==> src/sv/dpsd_pkg.sv <==
package dpsd_pkg;

    localparam int QUEUE_DEPTH = 4;
    localparam int QUEUE_AW    = $clog2(QUEUE_DEPTH);
    localparam int OUT_DATA_W  = 40;

    localparam logic [1:0] KIND_LITERAL = 2'd0;
    localparam logic [1:0] KIND_COPY    = 2'd1;
    localparam logic [1:0] KIND_TRUNC   = 2'd2;

    typedef struct packed {
        logic [1:0]  kind;
        logic [7:0]  literal_value;
        logic [15:0] copy_offset;
        logic [15:0] copy_length;
    } dpsd_item_t;

    typedef struct packed {
        logic       valid;
        dpsd_item_t item;
    } dpsd_push_t;

    typedef struct packed {
        logic       not_empty;
        dpsd_item_t item;
    } dpsd_head_t;

endpackage

==> src/sv/dpsd_front.sv <==
module dpsd_front
    import dpsd_pkg::*;
(
    input  logic       clk,
    input  logic       rst_n,
    input  logic       in_valid,
    input  logic [7:0] in_byte,
    input  logic       in_last,
    input  logic       queue_full,
    output logic       in_ready,
    output dpsd_push_t push
);

    typedef enum logic [2:0] {
        PH_TYPE,
        PH_LEN_LO,
        PH_LEN_HI,
        PH_DATA,
        PH_OFF_LO,
        PH_OFF_HI
    } phase_t;

    phase_t      phase_reg, phase_next;
    logic        is_copy_reg, is_copy_next;
    logic [15:0] length_reg, length_next;
    logic [15:0] left_reg, left_next;
    logic [7:0]  offset_low_reg, offset_low_next;
    logic [15:0] full_length;
    logic        emit;
    logic        was_data;
    dpsd_item_t  item;

    assign in_ready = !queue_full;

    always_comb
    begin
        phase_next      = phase_reg;
        is_copy_next    = is_copy_reg;
        length_next     = length_reg;
        left_next       = left_reg;
        offset_low_next = offset_low_reg;
        full_length     = {in_byte, length_reg[7:0]};
        emit            = 1'b0;
        was_data        = 1'b0;
        item            = '0;
        unique case (phase_reg)
            PH_LEN_LO:
            begin
                length_next = {8'h00, in_byte};
                phase_next  = PH_LEN_HI;
            end
            PH_LEN_HI:
            begin
                length_next = full_length;
                if (is_copy_reg)
                begin
                    phase_next = PH_OFF_LO;
                end
                else if (full_length == 16'd0)
                begin
                    phase_next = PH_TYPE;
                end
                else
                begin
                    left_next  = full_length;
                    phase_next = PH_DATA;
                end
            end
            PH_DATA:
            begin
                was_data           = 1'b1;
                emit               = 1'b1;
                item.kind          = KIND_LITERAL;
                item.literal_value = in_byte;
                left_next          = left_reg - 16'd1;
                if (left_next == 16'd0)
                begin
                    phase_next = PH_TYPE;
                end
            end
            PH_OFF_LO:
            begin
                offset_low_next = in_byte;
                phase_next      = PH_OFF_HI;
            end
            PH_OFF_HI:
            begin
                emit             = 1'b1;
                item.kind        = KIND_COPY;
                item.copy_offset = {in_byte, offset_low_reg};
                item.copy_length = length_reg;
                phase_next       = PH_TYPE;
            end
            default:
            begin
                is_copy_next    = (in_byte != 8'h00);
                length_next     = 16'd0;
                left_next       = 16'd0;
                offset_low_next = 8'h00;
                phase_next      = PH_LEN_LO;
            end
        endcase
        if (in_last)
        begin
            if (phase_next != PH_TYPE)
            begin
                emit               = 1'b1;
                item.kind          = KIND_TRUNC;
                item.literal_value = was_data ? in_byte : 8'h00;
                item.copy_offset   = 16'd0;
                item.copy_length   = 16'd0;
            end
            phase_next = PH_TYPE;
            left_next  = 16'd0;
        end
    end

    assign push.valid = in_valid && in_ready && emit;
    assign push.item  = item;

    always_ff @(posedge clk or negedge rst_n)
    begin
        if (!rst_n)
        begin
            phase_reg      <= PH_TYPE;
            is_copy_reg    <= 1'b0;
            length_reg     <= 16'd0;
            left_reg       <= 16'd0;
            offset_low_reg <= 8'h00;
        end
        else if (in_valid && in_ready)
        begin
            phase_reg      <= phase_next;
            is_copy_reg    <= is_copy_next;
            length_reg     <= length_next;
            left_reg       <= left_next;
            offset_low_reg <= offset_low_next;
        end
    end

endmodule

==> src/sv/dpsd_queue.sv <==
module dpsd_queue
    import dpsd_pkg::*;
(
    input  logic       clk,
    input  logic       rst_n,
    input  dpsd_push_t push,
    input  logic       pop,
    output logic       full,
    output dpsd_head_t head
);

    dpsd_item_t              entry_reg [QUEUE_DEPTH];
    logic [QUEUE_AW-1:0]     wr_ptr_reg, rd_ptr_reg;
    logic [QUEUE_AW:0]       count_reg, count_next;
    logic                    do_push, do_pop;

    assign full           = (count_reg == (QUEUE_AW+1)'(QUEUE_DEPTH));
    assign head.not_empty = (count_reg != '0);
    assign head.item      = entry_reg[rd_ptr_reg];
    assign do_push        = push.valid && !full;
    assign do_pop         = pop && head.not_empty;

    always_comb
    begin
        count_next = count_reg;
        if (do_push && !do_pop)
        begin
            count_next = count_reg + 1'b1;
        end
        else if (do_pop && !do_push)
        begin
            count_next = count_reg - 1'b1;
        end
    end

    always_ff @(posedge clk)
    begin
        if (do_push)
        begin
            entry_reg[wr_ptr_reg] <= push.item;
        end
    end

    always_ff @(posedge clk or negedge rst_n)
    begin
        if (!rst_n)
        begin
            wr_ptr_reg <= '0;
            rd_ptr_reg <= '0;
            count_reg  <= '0;
        end
        else
        begin
            if (do_push)
            begin
                wr_ptr_reg <= wr_ptr_reg + 1'b1;
            end
            if (do_pop)
            begin
                rd_ptr_reg <= rd_ptr_reg + 1'b1;
            end
            count_reg <= count_next;
        end
    end

endmodule

==> src/sv/dpsd_back.sv <==
module dpsd_back
    import dpsd_pkg::*;
(
    input  logic                  clk,
    input  logic                  rst_n,
    input  dpsd_head_t            head,
    output logic                  pop,
    output logic                  out_valid,
    input  logic                  out_ready,
    output logic [OUT_DATA_W-1:0] out_data,
    output logic [1:0]            out_user
);

    logic                  valid_reg;
    logic [OUT_DATA_W-1:0] data_reg;
    logic [1:0]            user_reg;

    assign pop       = head.not_empty && (!valid_reg || out_ready);
    assign out_valid = valid_reg;
    assign out_data  = data_reg;
    assign out_user  = user_reg;

    always_ff @(posedge clk or negedge rst_n)
    begin
        if (!rst_n)
        begin
            valid_reg <= 1'b0;
        end
        else if (!valid_reg || out_ready)
        begin
            valid_reg <= head.not_empty;
        end
    end

    always_ff @(posedge clk)
    begin
        if (pop)
        begin
            data_reg <= {head.item.copy_length, head.item.copy_offset,
                         head.item.literal_value};
            user_reg <= head.item.kind;
        end
    end

endmodule

==> src/sv/delta_patch_stream_decoder_top.sv <==
// Add/copy delta patch decoder. Patch bytes arrive on the slave stream, one
// byte per transaction, with tlast marking the final byte of a patch. Each
// record is a type byte, a little-endian length and then either the literal
// bytes of an add or a little-endian old-image offset for a copy.
// The master stream carries one result per transaction: tuser gives the kind
// (literal, copy or truncated record) and tdata the literal, offset and length.
// A byte is taken in every cycle while the four-entry result queue has room,
// so throughput is one byte per cycle. A result is written into the queue as
// the byte that causes it is accepted, and reaches the master side from the
// queue through the output register.
// When the receiver stalls, results gather in the queue and the slave side
// keeps accepting bytes until the queue is full, then drops tready.
// Reset returns the parser to expecting a type byte and empties the queue and
// the output register.
module delta_patch_stream_decoder_top
    import dpsd_pkg::*;
(
    input  logic                  clk,
    input  logic                  rst_n,
    input  logic                  s_axis_tvalid,
    output logic                  s_axis_tready,
    input  logic [7:0]            s_axis_tdata,  // patch_byte
    input  logic                  s_axis_tlast,  // end_of_patch
    output logic                  m_axis_tvalid,
    input  logic                  m_axis_tready,
    output logic [OUT_DATA_W-1:0] m_axis_tdata,  // literal_value, copy_offset, copy_length
    output logic [1:0]            m_axis_tuser   // kind
);

    dpsd_push_t push;
    dpsd_head_t head;
    logic       queue_full;
    logic       pop;

    dpsd_front u_front (
        .clk        (clk),
        .rst_n      (rst_n),
        .in_valid   (s_axis_tvalid),
        .in_byte    (s_axis_tdata),
        .in_last    (s_axis_tlast),
        .queue_full (queue_full),
        .in_ready   (s_axis_tready),
        .push       (push)
    );

    dpsd_queue u_queue (
        .clk   (clk),
        .rst_n (rst_n),
        .push  (push),
        .pop   (pop),
        .full  (queue_full),
        .head  (head)
    );

    dpsd_back u_back (
        .clk       (clk),
        .rst_n     (rst_n),
        .head      (head),
        .pop       (pop),
        .out_valid (m_axis_tvalid),
        .out_ready (m_axis_tready),
        .out_data  (m_axis_tdata),
        .out_user  (m_axis_tuser)
    );

endmodule

==> config.mk <==
export PLATFORM = sky130hd
export DESIGN_NAME = delta_patch_stream_decoder_top
export DESIGN_NICKNAME = d
export VERILOG_FILES = /design/src/sv/dpsd_pkg.sv /design/src/sv/dpsd_front.sv /design/src/sv/dpsd_queue.sv /design/src/sv/dpsd_back.sv /design/src/sv/delta_patch_stream_decoder_top.sv
export SDC_FILE = /design/constraint.sdc
export NUM_CORES = 1
export LEC_CHECK = 0
export BUFFER_PORTS_ARGS = -buffer_cell sky130_fd_sc_hd__buf_2
export CAP_MARGIN = 40
export CORE_MARGIN = 2
export CORE_UTILIZATION = 40
export CTS_CLUSTER_DIAMETER = 120
export DETAILED_ROUTE_END_ITERATION = 16
export GPL_TIMING_DRIVEN = 0
export PLACE_DENSITY_LB_ADDON = 0.25
export REMOVE_ABC_BUFFERS = 1
export SYNTH_ARGS = -nofsm -noshare
export SYNTH_HDL_FRONTEND = slang
export SYNTH_SLANG_ARGS = --single-unit
==> constraint.sdc <==
create_clock -name clk -period 3.6 [get_ports clk]
set_clock_uncertainty 0.05 [all_clocks]
set_input_delay 0.18 -clock clk [delete_from_list [all_inputs] [get_ports clk]]
set_output_delay 0.18 -clock clk [all_outputs]
set_load 0.02 [all_outputs]
==> results of run 1 <==
power by group through the flow:
stage	Clock [W]	Combinational [W]	Sequential, W
2_1_floorplan	0	0.00222	0.00514
3_3_place_gp	0	0.00341	0.00509
3_5_place_dp	0	0.00389	0.00485
4_1_cts	0.00272	0.00392	0.00479
5_1_grt	0.00284	0.00426	0.00488
6_report	0.00265	0.00387	0.00479
per-stage QoR:
stage | hold WS (ns) | instance area, um2
after floorplan | -0.166 | 10400
after global placement | 0.332 | 11100
after detailed placement | 0.0794 | 11400
after CTS | 0.0522 | 12300
after global routing | 0.0778 | 12400
final | 0.0568 | 12400
cells by family (layout without fill, tap and decap cells):
logic type      Yosys count  after routing
xor+xnor                 12             12
flops                   262            262
buf+inv                  50            146
mux                      44             44
compound gates          101            101
simple gates            178            178
fa+ha+maj                 8              8
final cells by class:
type | count | area [um2] | share of cell area [%]
multi-input cells | 343 | 2770 | 22.4
clock inverters | 19 | 154 | 1.24
inverters | 15 | 56.3 | 0.455
well taps | 335 | 419 | 3.39
flip-flops and latches | 262 | 7610 | 61.6
clock buffers | 30 | 687 | 5.56
repair buffers | 82 | 666 | 5.38
critical path, stage by stage, from the launching register on:
cell and delay (ns):
sky130_fd_sc_hd__dfrtp_2 0.59, sky130_fd_sc_hd__buf_8 0.24, sky130_fd_sc_hd__nand2b_1 0.34, sky130_fd_sc_hd__nor2_8 0.20, sky130_fd_sc_hd__and2_1 0.16, sky130_fd_sc_hd__o21ai_1 0.09
sky130_fd_sc_hd__a31oi_2 0.41, sky130_fd_sc_hd__ha_1 0.28, sky130_fd_sc_hd__inv_1 0.07, sky130_fd_sc_hd__fa_1 0.39, sky130_fd_sc_hd__xor2_1 0.16, sky130_fd_sc_hd__nor2_1 0.14
sky130_fd_sc_hd__xor2_1 0.15
cell usage in the layout (no fill, tap or decap), types with 3 or more instances in the layout:
cell type	instances
sky130_fd_sc_hd__nand2b_1	4
sky130_fd_sc_hd__clkbuf_1	3
sky130_fd_sc_hd__nor2_1	21
sky130_fd_sc_hd__inv_1	15
sky130_fd_sc_hd__edfxtp_1	210
sky130_fd_sc_hd__nor4_1	9
sky130_fd_sc_hd__dlygate4sd3_1	11
sky130_fd_sc_hd__buf_4	3
sky130_fd_sc_hd__ha_1	7
sky130_fd_sc_hd__nor3_1	8
sky130_fd_sc_hd__a31oi_1	4
sky130_fd_sc_hd__buf_16	3
sky130_fd_sc_hd__dfrtp_2	3
sky130_fd_sc_hd__and2_1	4
sky130_fd_sc_hd__o21ai_1	17
sky130_fd_sc_hd__clkinv_1	5
sky130_fd_sc_hd__nand3_1	6
sky130_fd_sc_hd__clkbuf_16	27
sky130_fd_sc_hd__a22oi_1	9
sky130_fd_sc_hd__clkinv_2	7
sky130_fd_sc_hd__nor2b_1	3
sky130_fd_sc_hd__dfrtp_1	48
sky130_fd_sc_hd__mux4_2	42
sky130_fd_sc_hd__xnor2_1	8
sky130_fd_sc_hd__o21ai_0	38
sky130_fd_sc_hd__and2_2	4
sky130_fd_sc_hd__a21o_1	4
sky130_fd_sc_hd__buf_2	56
sky130_fd_sc_hd__buf_12	7
sky130_fd_sc_hd__and3_1	40
sky130_fd_sc_hd__a21oi_1	12
sky130_fd_sc_hd__xor2_1	4
sky130_fd_sc_hd__a32oi_1	4
sky130_fd_sc_hd__clkinvlp_4	3
sky130_fd_sc_hd__nand2_1	65
routing by layer:
metal  vias up  share of wire [%]
li1       2665                  -
met3        28                4.8
met5         -                  0
met1      2969                 44
met4         0                1.8
met2       139                 50
final timing paths:
| check | start | to | slack [ns] |
|---|---|---|---|
| min | rst_n | u_queue.count_reg[1] | 0.06 |
| max | u_front.phase_reg[2] | u_queue.count_reg[2] | 0.24 |
| min in group clk | s_axis_tvalid | u_front.phase_reg[2] | 0.19 |
| max reg2reg | u_front.phase_reg[2] | u_queue.count_reg[2] | 0.24 |
| max in group asynchronous | rst_n | u_queue.rd_ptr_reg[0] | 2.88 |
| min reg2reg | u_front.length_reg[15] | u_front.length_reg[15] | 0.44 |
timing repair:
item                       4_1_cts  5_1_grt
setup endpoints to repair      114      114
pin swaps                        0        1
hold endpoints to repair        64        0
buffers inserted                 0        2
gates resized for setup          1        2
hold buffers                    11        0
==> summary by stage, run 1 <==
Run status
The flow ran to the end, and the final reports show no timing, DRC or antenna violations.

Power and ir drop
The switching share of power is 35.1%. The completed layout was analyzed and its total power is 0.0113 W. The internal portion of total power is 0.00734 W. Sequential cells burn 42.3% of the power.

The worst-case IR drop observed on VDD is 0.000402 V. The part of the power in the clock network is 23.4%. The leakage power is 4.57 nW. In this run, the combinational gates consume 34.2% of the power. The analysis attributes to net switching a power of 0.00397 W. Power spread over the standard cell area amounts to 915 nW/um2.

Synthesis
Summing the areas of all fa, ha and maj instances in the mapped netlist gives 1.02% of the synthesized area. Summed over its instances, the top area cell type makes up between 50% and 60% of the synthesized netlist area. Counting flops with a built-in enable in the synthesized netlist gives 210. Of the total synthesized cell area, the portion taken by AND, OR, NAND and NOR gates is 8.96%. The register bit count reported by yosys is 262. Sequential cells were found to cover 71.9% of the synthesized design area. In the synthesized netlist, the cells that appear most often are sky130_fd_sc_hd__edfxtp_1, sky130_fd_sc_hd__nand2_1, sky130_fd_sc_hd__dfrtp_1, sky130_fd_sc_hd__mux4_2, sky130_fd_sc_hd__and3_1.

After synthesis, the largest family of logic cells by area is multiplexers. The most frequently used flop master after synthesis is sky130_fd_sc_hd__edfxtp_1. The most instantiated library cell after synthesis is sky130_fd_sc_hd__edfxtp_1. The leading area contributor after synthesis is sky130_fd_sc_hd__edfxtp_1. Multiplexer cells account for 9.15% of the synthesized area. The async set or reset register ratio after synthesis is 19.8%. Sorting the synthesized cells by area gives the leading types as sky130_fd_sc_hd__edfxtp_1, sky130_fd_sc_hd__dfrtp_1, sky130_fd_sc_hd__mux4_2. The number of standard cells after synthesis is between 600 and 700. Summing the areas of all compound-gate instances in the mapped netlist gives 5.81% of the synthesized area. Dividing the synthesized area by the synthesized cell count gives 16.1 um2.

Summing every instance area after synthesis gives between 10000 and 15000 um2. The number of distinct standard cells referenced by the synthesized netlist is 54. The Yosys warning count is 0. After Yosys synthesis, XOR and XNOR cells account for 0.994% of the synthesized area.

Floorplan
The top-level port count is 57. The chip height is roughly 170 um. The die footprint is 27800 um2. The floorplan has 59 rows. Measured along the x axis, the die boundary spans 167 um. The initial core utilization is 40.7%. In this run the standard cell core region covers 26000 um2.

Cells and area
The number of nets in the layout is between 700 and 800. Counting the fill cells in the layout gives about 2300. The post-route netlist has between 20% and 30% of its cells at a drive strength greater than 1. The diode insertion count for antenna repair is 0. The number of flip-flops in the largest register is 168. The layout overhead on the synthesized area is 16.9%. The post-route non-filler standard cell count is 1086.

At the end of the flow the core is filled with cells to 47.6%.

Clocking
The later pin in the worst-skew pair is clocked with a latency of 0.53 ns. Buffers inserted during clock tree synthesis total 27. The tree built by TritonCTS fans out to 262 sinks. TritonCTS built the clock tree. Clock tree synthesis selected as its root buffer the cell sky130_fd_sc_hd__clkbuf_16. In this run the number of H-tree levels came out at 1. The longest clock path from root to sink contains 3 buffers. After clock tree synthesis, the clock-pin slew on the worst setup and hold paths is 0.06 ns.

Min path
The path class of the tightest hold or removal check is in -> async.

Route
The length of the first detailed-routing pass in iterations is 4. Summing over every cut layer, the via total after detailed routing is slightly below 6000. The average detailed-routed wire length per instance is 20.0 um. After detailed routing, the number of remaining DRC violations is 0. Once detail routing completed, the nets flagged for antenna violations numbered 0. The routed wire length is between 20000 and 25000 um. The detailed router finished its first iteration with approximately 430 violations. Using the TritonRoute via totals, the vias-per-cell ratio works out to 5.34.

Global routing
The overflow left after global routing is 0. The via count of the first global-routing pass is 6174. The layer flagged by global routing as most heavily used is met2. The fraction of met3 tracks used by global routing is 2.73%. The overall routing resource usage is 15.8%. The global-route wire length before repair is between 30000 and 40000 um. In the global route stage, met2 resource usage came out at a little over a quarter. For met1 alone, demand over resource in global routing was 21.4%. Entering global routing, the biggest net connects 39 pins. The number of antenna violations at the first check in global routing came to 0.

Flow run
The number of violations of the max-capacitance limit is 0.

Timing
The final setup violation count is 0. The final period demand of the worst path is approximately 3.4 ns. The total negative slack for setup checks is 0 ns. Measured against its own limit, the worst slew margin works out to 57.0%. Setup repair after global routing left no endpoint under its margin.

The final count of pins violating max slew is 0. The final critical path takes up between 90% and 100% of the cycle. The highest clock rate is 298 MHz.

The worst path meets setup with 0.243 ns of slack. The total count of hold-check failures in the final report is 0. For the pin with the worst max-slew slack, the measured transition is roughly 0.64 ns.

Placement
After detailed placement, the design holds a cell count of 1024. The final weighted congestion of routability-driven global placement is 0.825. Detailed placement finished with a half-perimeter wire length of 14000 um.

The total of buffers placed on input and output ports is 56. At the placement stage, the worst setup path has a slack of -0.126 ns.

Setup path
STA classifies the critical path startpoint as a flop. The start-to-end type of the worst setup path is reg -> reg. The critical-path maximum fanout is 25.

For the worst flop-to-flop path, the logic depth is 12. The required time at the endpoint of the critical path is 4.00 ns. The kind of end point of the critical path is a flop.

Data on the critical path arrives at its endpoint at 3.76 ns.
Note: power is estimated with default switching activity, not from simulation.
==> run 2, diff against run 1 <==
- RECOVER_POWER: default -> 100
==> run 2 against run 1 <==
Hold slack better by 0.13 ns. Register-to-register slack is essentially flat. Non-clock buffer count unchanged. Sequential power about the same. Setup slack gained 0.0033 ns. Maximum frequency is essentially flat. Sequential share of layout area rose by 1.0 points. Via count barely moved. Flip-flop and latch count unchanged. Clock-buffer cell count unchanged. Critical path type unchanged. Critical endpoint is now u_queue.entry_reg[2][27]. Largest power group unchanged.
==> summary by stage, run 2 (synthesis results as in run 1) <==
Global routing
The overall routing resource usage is 15.8% (unchanged). The pin count of the biggest net entering global routing is 39 (unchanged). The global-route wire length before repair is 34900 um (unchanged).

The number of antenna violations at the first check in global routing was 0 (unchanged). The via count of the first global-routing pass was 6174 (unchanged). The overflow left after global routing came to 0 (unchanged).

Clocking
The maximum level of the CTS H-tree came to 1 (unchanged). The cell chosen for the clock root is sky130_fd_sc_hd__clkbuf_16. The clock transition at the registers of the reported paths was 0.06 ns (about the same). The insertion delay of the later-clocked pin in the worst-skew pair came to 0.53 ns (about the same).

TritonCTS built the clock tree. The number of buffers inserted during clock tree synthesis was 27 (unchanged). The maximum buffer depth of the clock tree is 3 (unchanged).

The clock sink total is 262 (unchanged).

Power and ir drop
The highest ir drop seen on vdd was 0.000388 V (-3.5%). The leakage power is 4.41 nW (-3.7%). The total power divided by cell area is 913 nW/um2 (-0.19%).

Floorplan
The die footprint was 27800 um2 (unchanged). The top-level port count is 57 (unchanged). The area of the core is 26000 um2 (unchanged). The width of the chip is 167 um (unchanged). The number of core rows is 59 (unchanged).

The initial core utilization is 40.7% (unchanged). The chip height is 167 um (unchanged).

Cells and area
The number of nets in the layout came to 752 (unchanged). The diode insertion count for antenna repair is 0 (unchanged). The commonest non-fill, non-tap cell in the layout is sky130_fd_sc_hd__edfxtp_1. The final non-filler cell area is 12200 um2 (-1.7%). Compared with the post-synthesis result, the final layout area differs by 15.0%. Leaving out fill and tap cells, the most frequent cells in the layout are sky130_fd_sc_hd__edfxtp_1, sky130_fd_sc_hd__nand2_1, sky130_fd_sc_hd__o21ai_0, sky130_fd_sc_hd__clkbuf_1, sky130_fd_sc_hd__dfrtp_1.

The number of flip-flops in the largest register came to 168 (unchanged). The final core area utilization is 46.8% (-0.79 points). The share of final-layout standard cells stronger than drive strength 1 came to 16.5% (-7.2 points).

Setup path
The signal arrival time at the worst endpoint is 3.50 ns (-0.26 ns). The kind of end point of the critical path is a flop. The required time at the endpoint of the critical path was 3.75 ns (-0.25 ns). The worst-case reg-to-reg path depth came to 8 (-4).

The critical path is of the reg -> reg type. The start of the worst register-to-register path is u_front.phase_reg[2]. The critical-path maximum fanout is 28 (+12%). The capture point of the worst reg-to-reg path is u_queue.entry_reg[2][27]. The register-to-register path setup slack is 0.25 ns (about the same). STA classifies the critical path startpoint as a flop.

Min path
The number of cells on the worst hold path is 3. The hold path startpoint is s_axis_tvalid. The end point of the most critical hold path is u_front.phase_reg[2].

The path category of the worst min-delay check is in -> reg.

Route
The average via count per standard cell came to 5.34 (about the same). The average detailed-routed wire length per instance is 20.1 um (+0.27%). The remaining routing DRC violations is 0 (unchanged). The via count is 5798 (-0.052%). The number of antenna-violating nets in the routed design is 0 (unchanged).

The number of DRC markers in iteration 0 is 449 (+3.9%). The length of the first detailed-routing pass in iterations is 5 (+1). The routed wire length came to 21800 um (+0.27%).

Placement
The instance area at placement was 11400 um2 (unchanged). The final weighted congestion of routability-driven global placement is 0.825 (unchanged). The final HPWL from detailed placement came to 14000 um (unchanged). The total of buffers placed on input and output ports is 56 (unchanged).

Timing
The remaining max-slew budget at the tightest pin was 2.68% (-54 points). Setup repair after global routing left no endpoint under its margin. The final period demand of the worst path came to 3.35 ns (-0.00329 ns). The total count of hold-check failures in the final report came to 0 (unchanged). The slew of the pin with the lowest slew margin is 1.46 ns (+0.815 ns).

The final count of pins violating max slew came to 0 (unchanged). The final setup violation count was 0 (unchanged). The total negative slack for setup checks is 0 ns (unchanged).

The minimum hold slack was 0.187 ns (+0.130 ns). The highest clock rate is 298 MHz (about the same). The final period utilization is 93.2% (about the same).

Flow run
The number of violations of the max-capacitance limit is 0 (unchanged).

Run status
The flow ran to the end, and the final reports show no timing, DRC or antenna violations.
-- run 2: cell count changes in the layout (fill, tap and decap cells not counted), sizes merged --
| cell | previous run | this run |
|---|---|---|
| clkbuf | 30 | 79 |
| buf | 71 | 22 |
-- run 2: area by class of cell --
class                   instances  area, um2
repair buffers                 82        500
clock inverters                19        154
flip-flops and latches        262       7610
fillers                      2293      13800
multi-input cells             343       2730
clock buffers                  30        687
inverters                      15       56.3
well taps                     335        419
-- run 2: worst max-delay path, cell delays in order (launching register included) --
cell	delay (ns)
sky130_fd_sc_hd__dfrtp_2	0.59
sky130_fd_sc_hd__buf_8	0.24
sky130_fd_sc_hd__nand2b_1	0.34
sky130_fd_sc_hd__nor2_8	0.20
sky130_fd_sc_hd__and2_1	0.16
sky130_fd_sc_hd__o21ai_1	0.09
sky130_fd_sc_hd__a31oi_2	0.41
sky130_fd_sc_hd__and2_2	0.54
sky130_fd_sc_hd__buf_6	0.37
-- run 2: where the power goes --
group	leakage, nW	switching, W	internal (W)
sequential	2.66	0.000543	0.00424
clock	0.409	0.00113	0.00152
combinational	1.34	0.00226	0.00141
-- run 2: stage by stage --
stage | setup WS, ns | total power, W | instances
finish | 0.246 | 0.0111 | 1086
global route | 0.0346 | 0.0118 | 1086
CTS | 0.0370 | 0.0114 | 1084
detailed placement | -0.126 | 0.00874 | 1024
global placement | -2.72 | 0.00850 | 1011
floorplan | -0.424 | 0.00736 | 620
-- run 2: timing repair --
item / 4_1_cts / 5_1_grt
hold buffers: 11 / 0
pin swaps: 0 / 1
endpoints found under the setup margin: 114 / 114
setup buffers: 0 / 2
endpoints found under the hold margin: 64 / 0
resized for setup: 1 / 2
-- run 2: worst max-delay path by stage --
stage / start / endpoint / slack, ns / cells past startpoint
after floorplan: u_queue.count_reg[0] / u_queue.count_reg[1] / -0.42 / 7
after global placement: u_front.phase_reg[0] / u_queue.entry_reg[0][10] / -2.72 / 4
after detailed placement: u_front.phase_reg[2] / u_queue.count_reg[2] / -0.13 / 12
after CTS: u_front.phase_reg[2] / u_queue.count_reg[2] / 0.04 / 12
after global routing: u_front.phase_reg[2] / u_queue.entry_reg[2][10] / 0.03 / 8
final: u_front.phase_reg[2] / u_queue.entry_reg[2][27] / 0.25 / 8
-- run 2: metal layers --
metal	vias to the layer above	share of wire (%)	GRT usage (%)
li1	2667	-	-
met4	0	1.6	4.72
met3	26	4.4	2.73
met2	131	50	26.4
met1	2974	44	21.4
met5	-	0	0
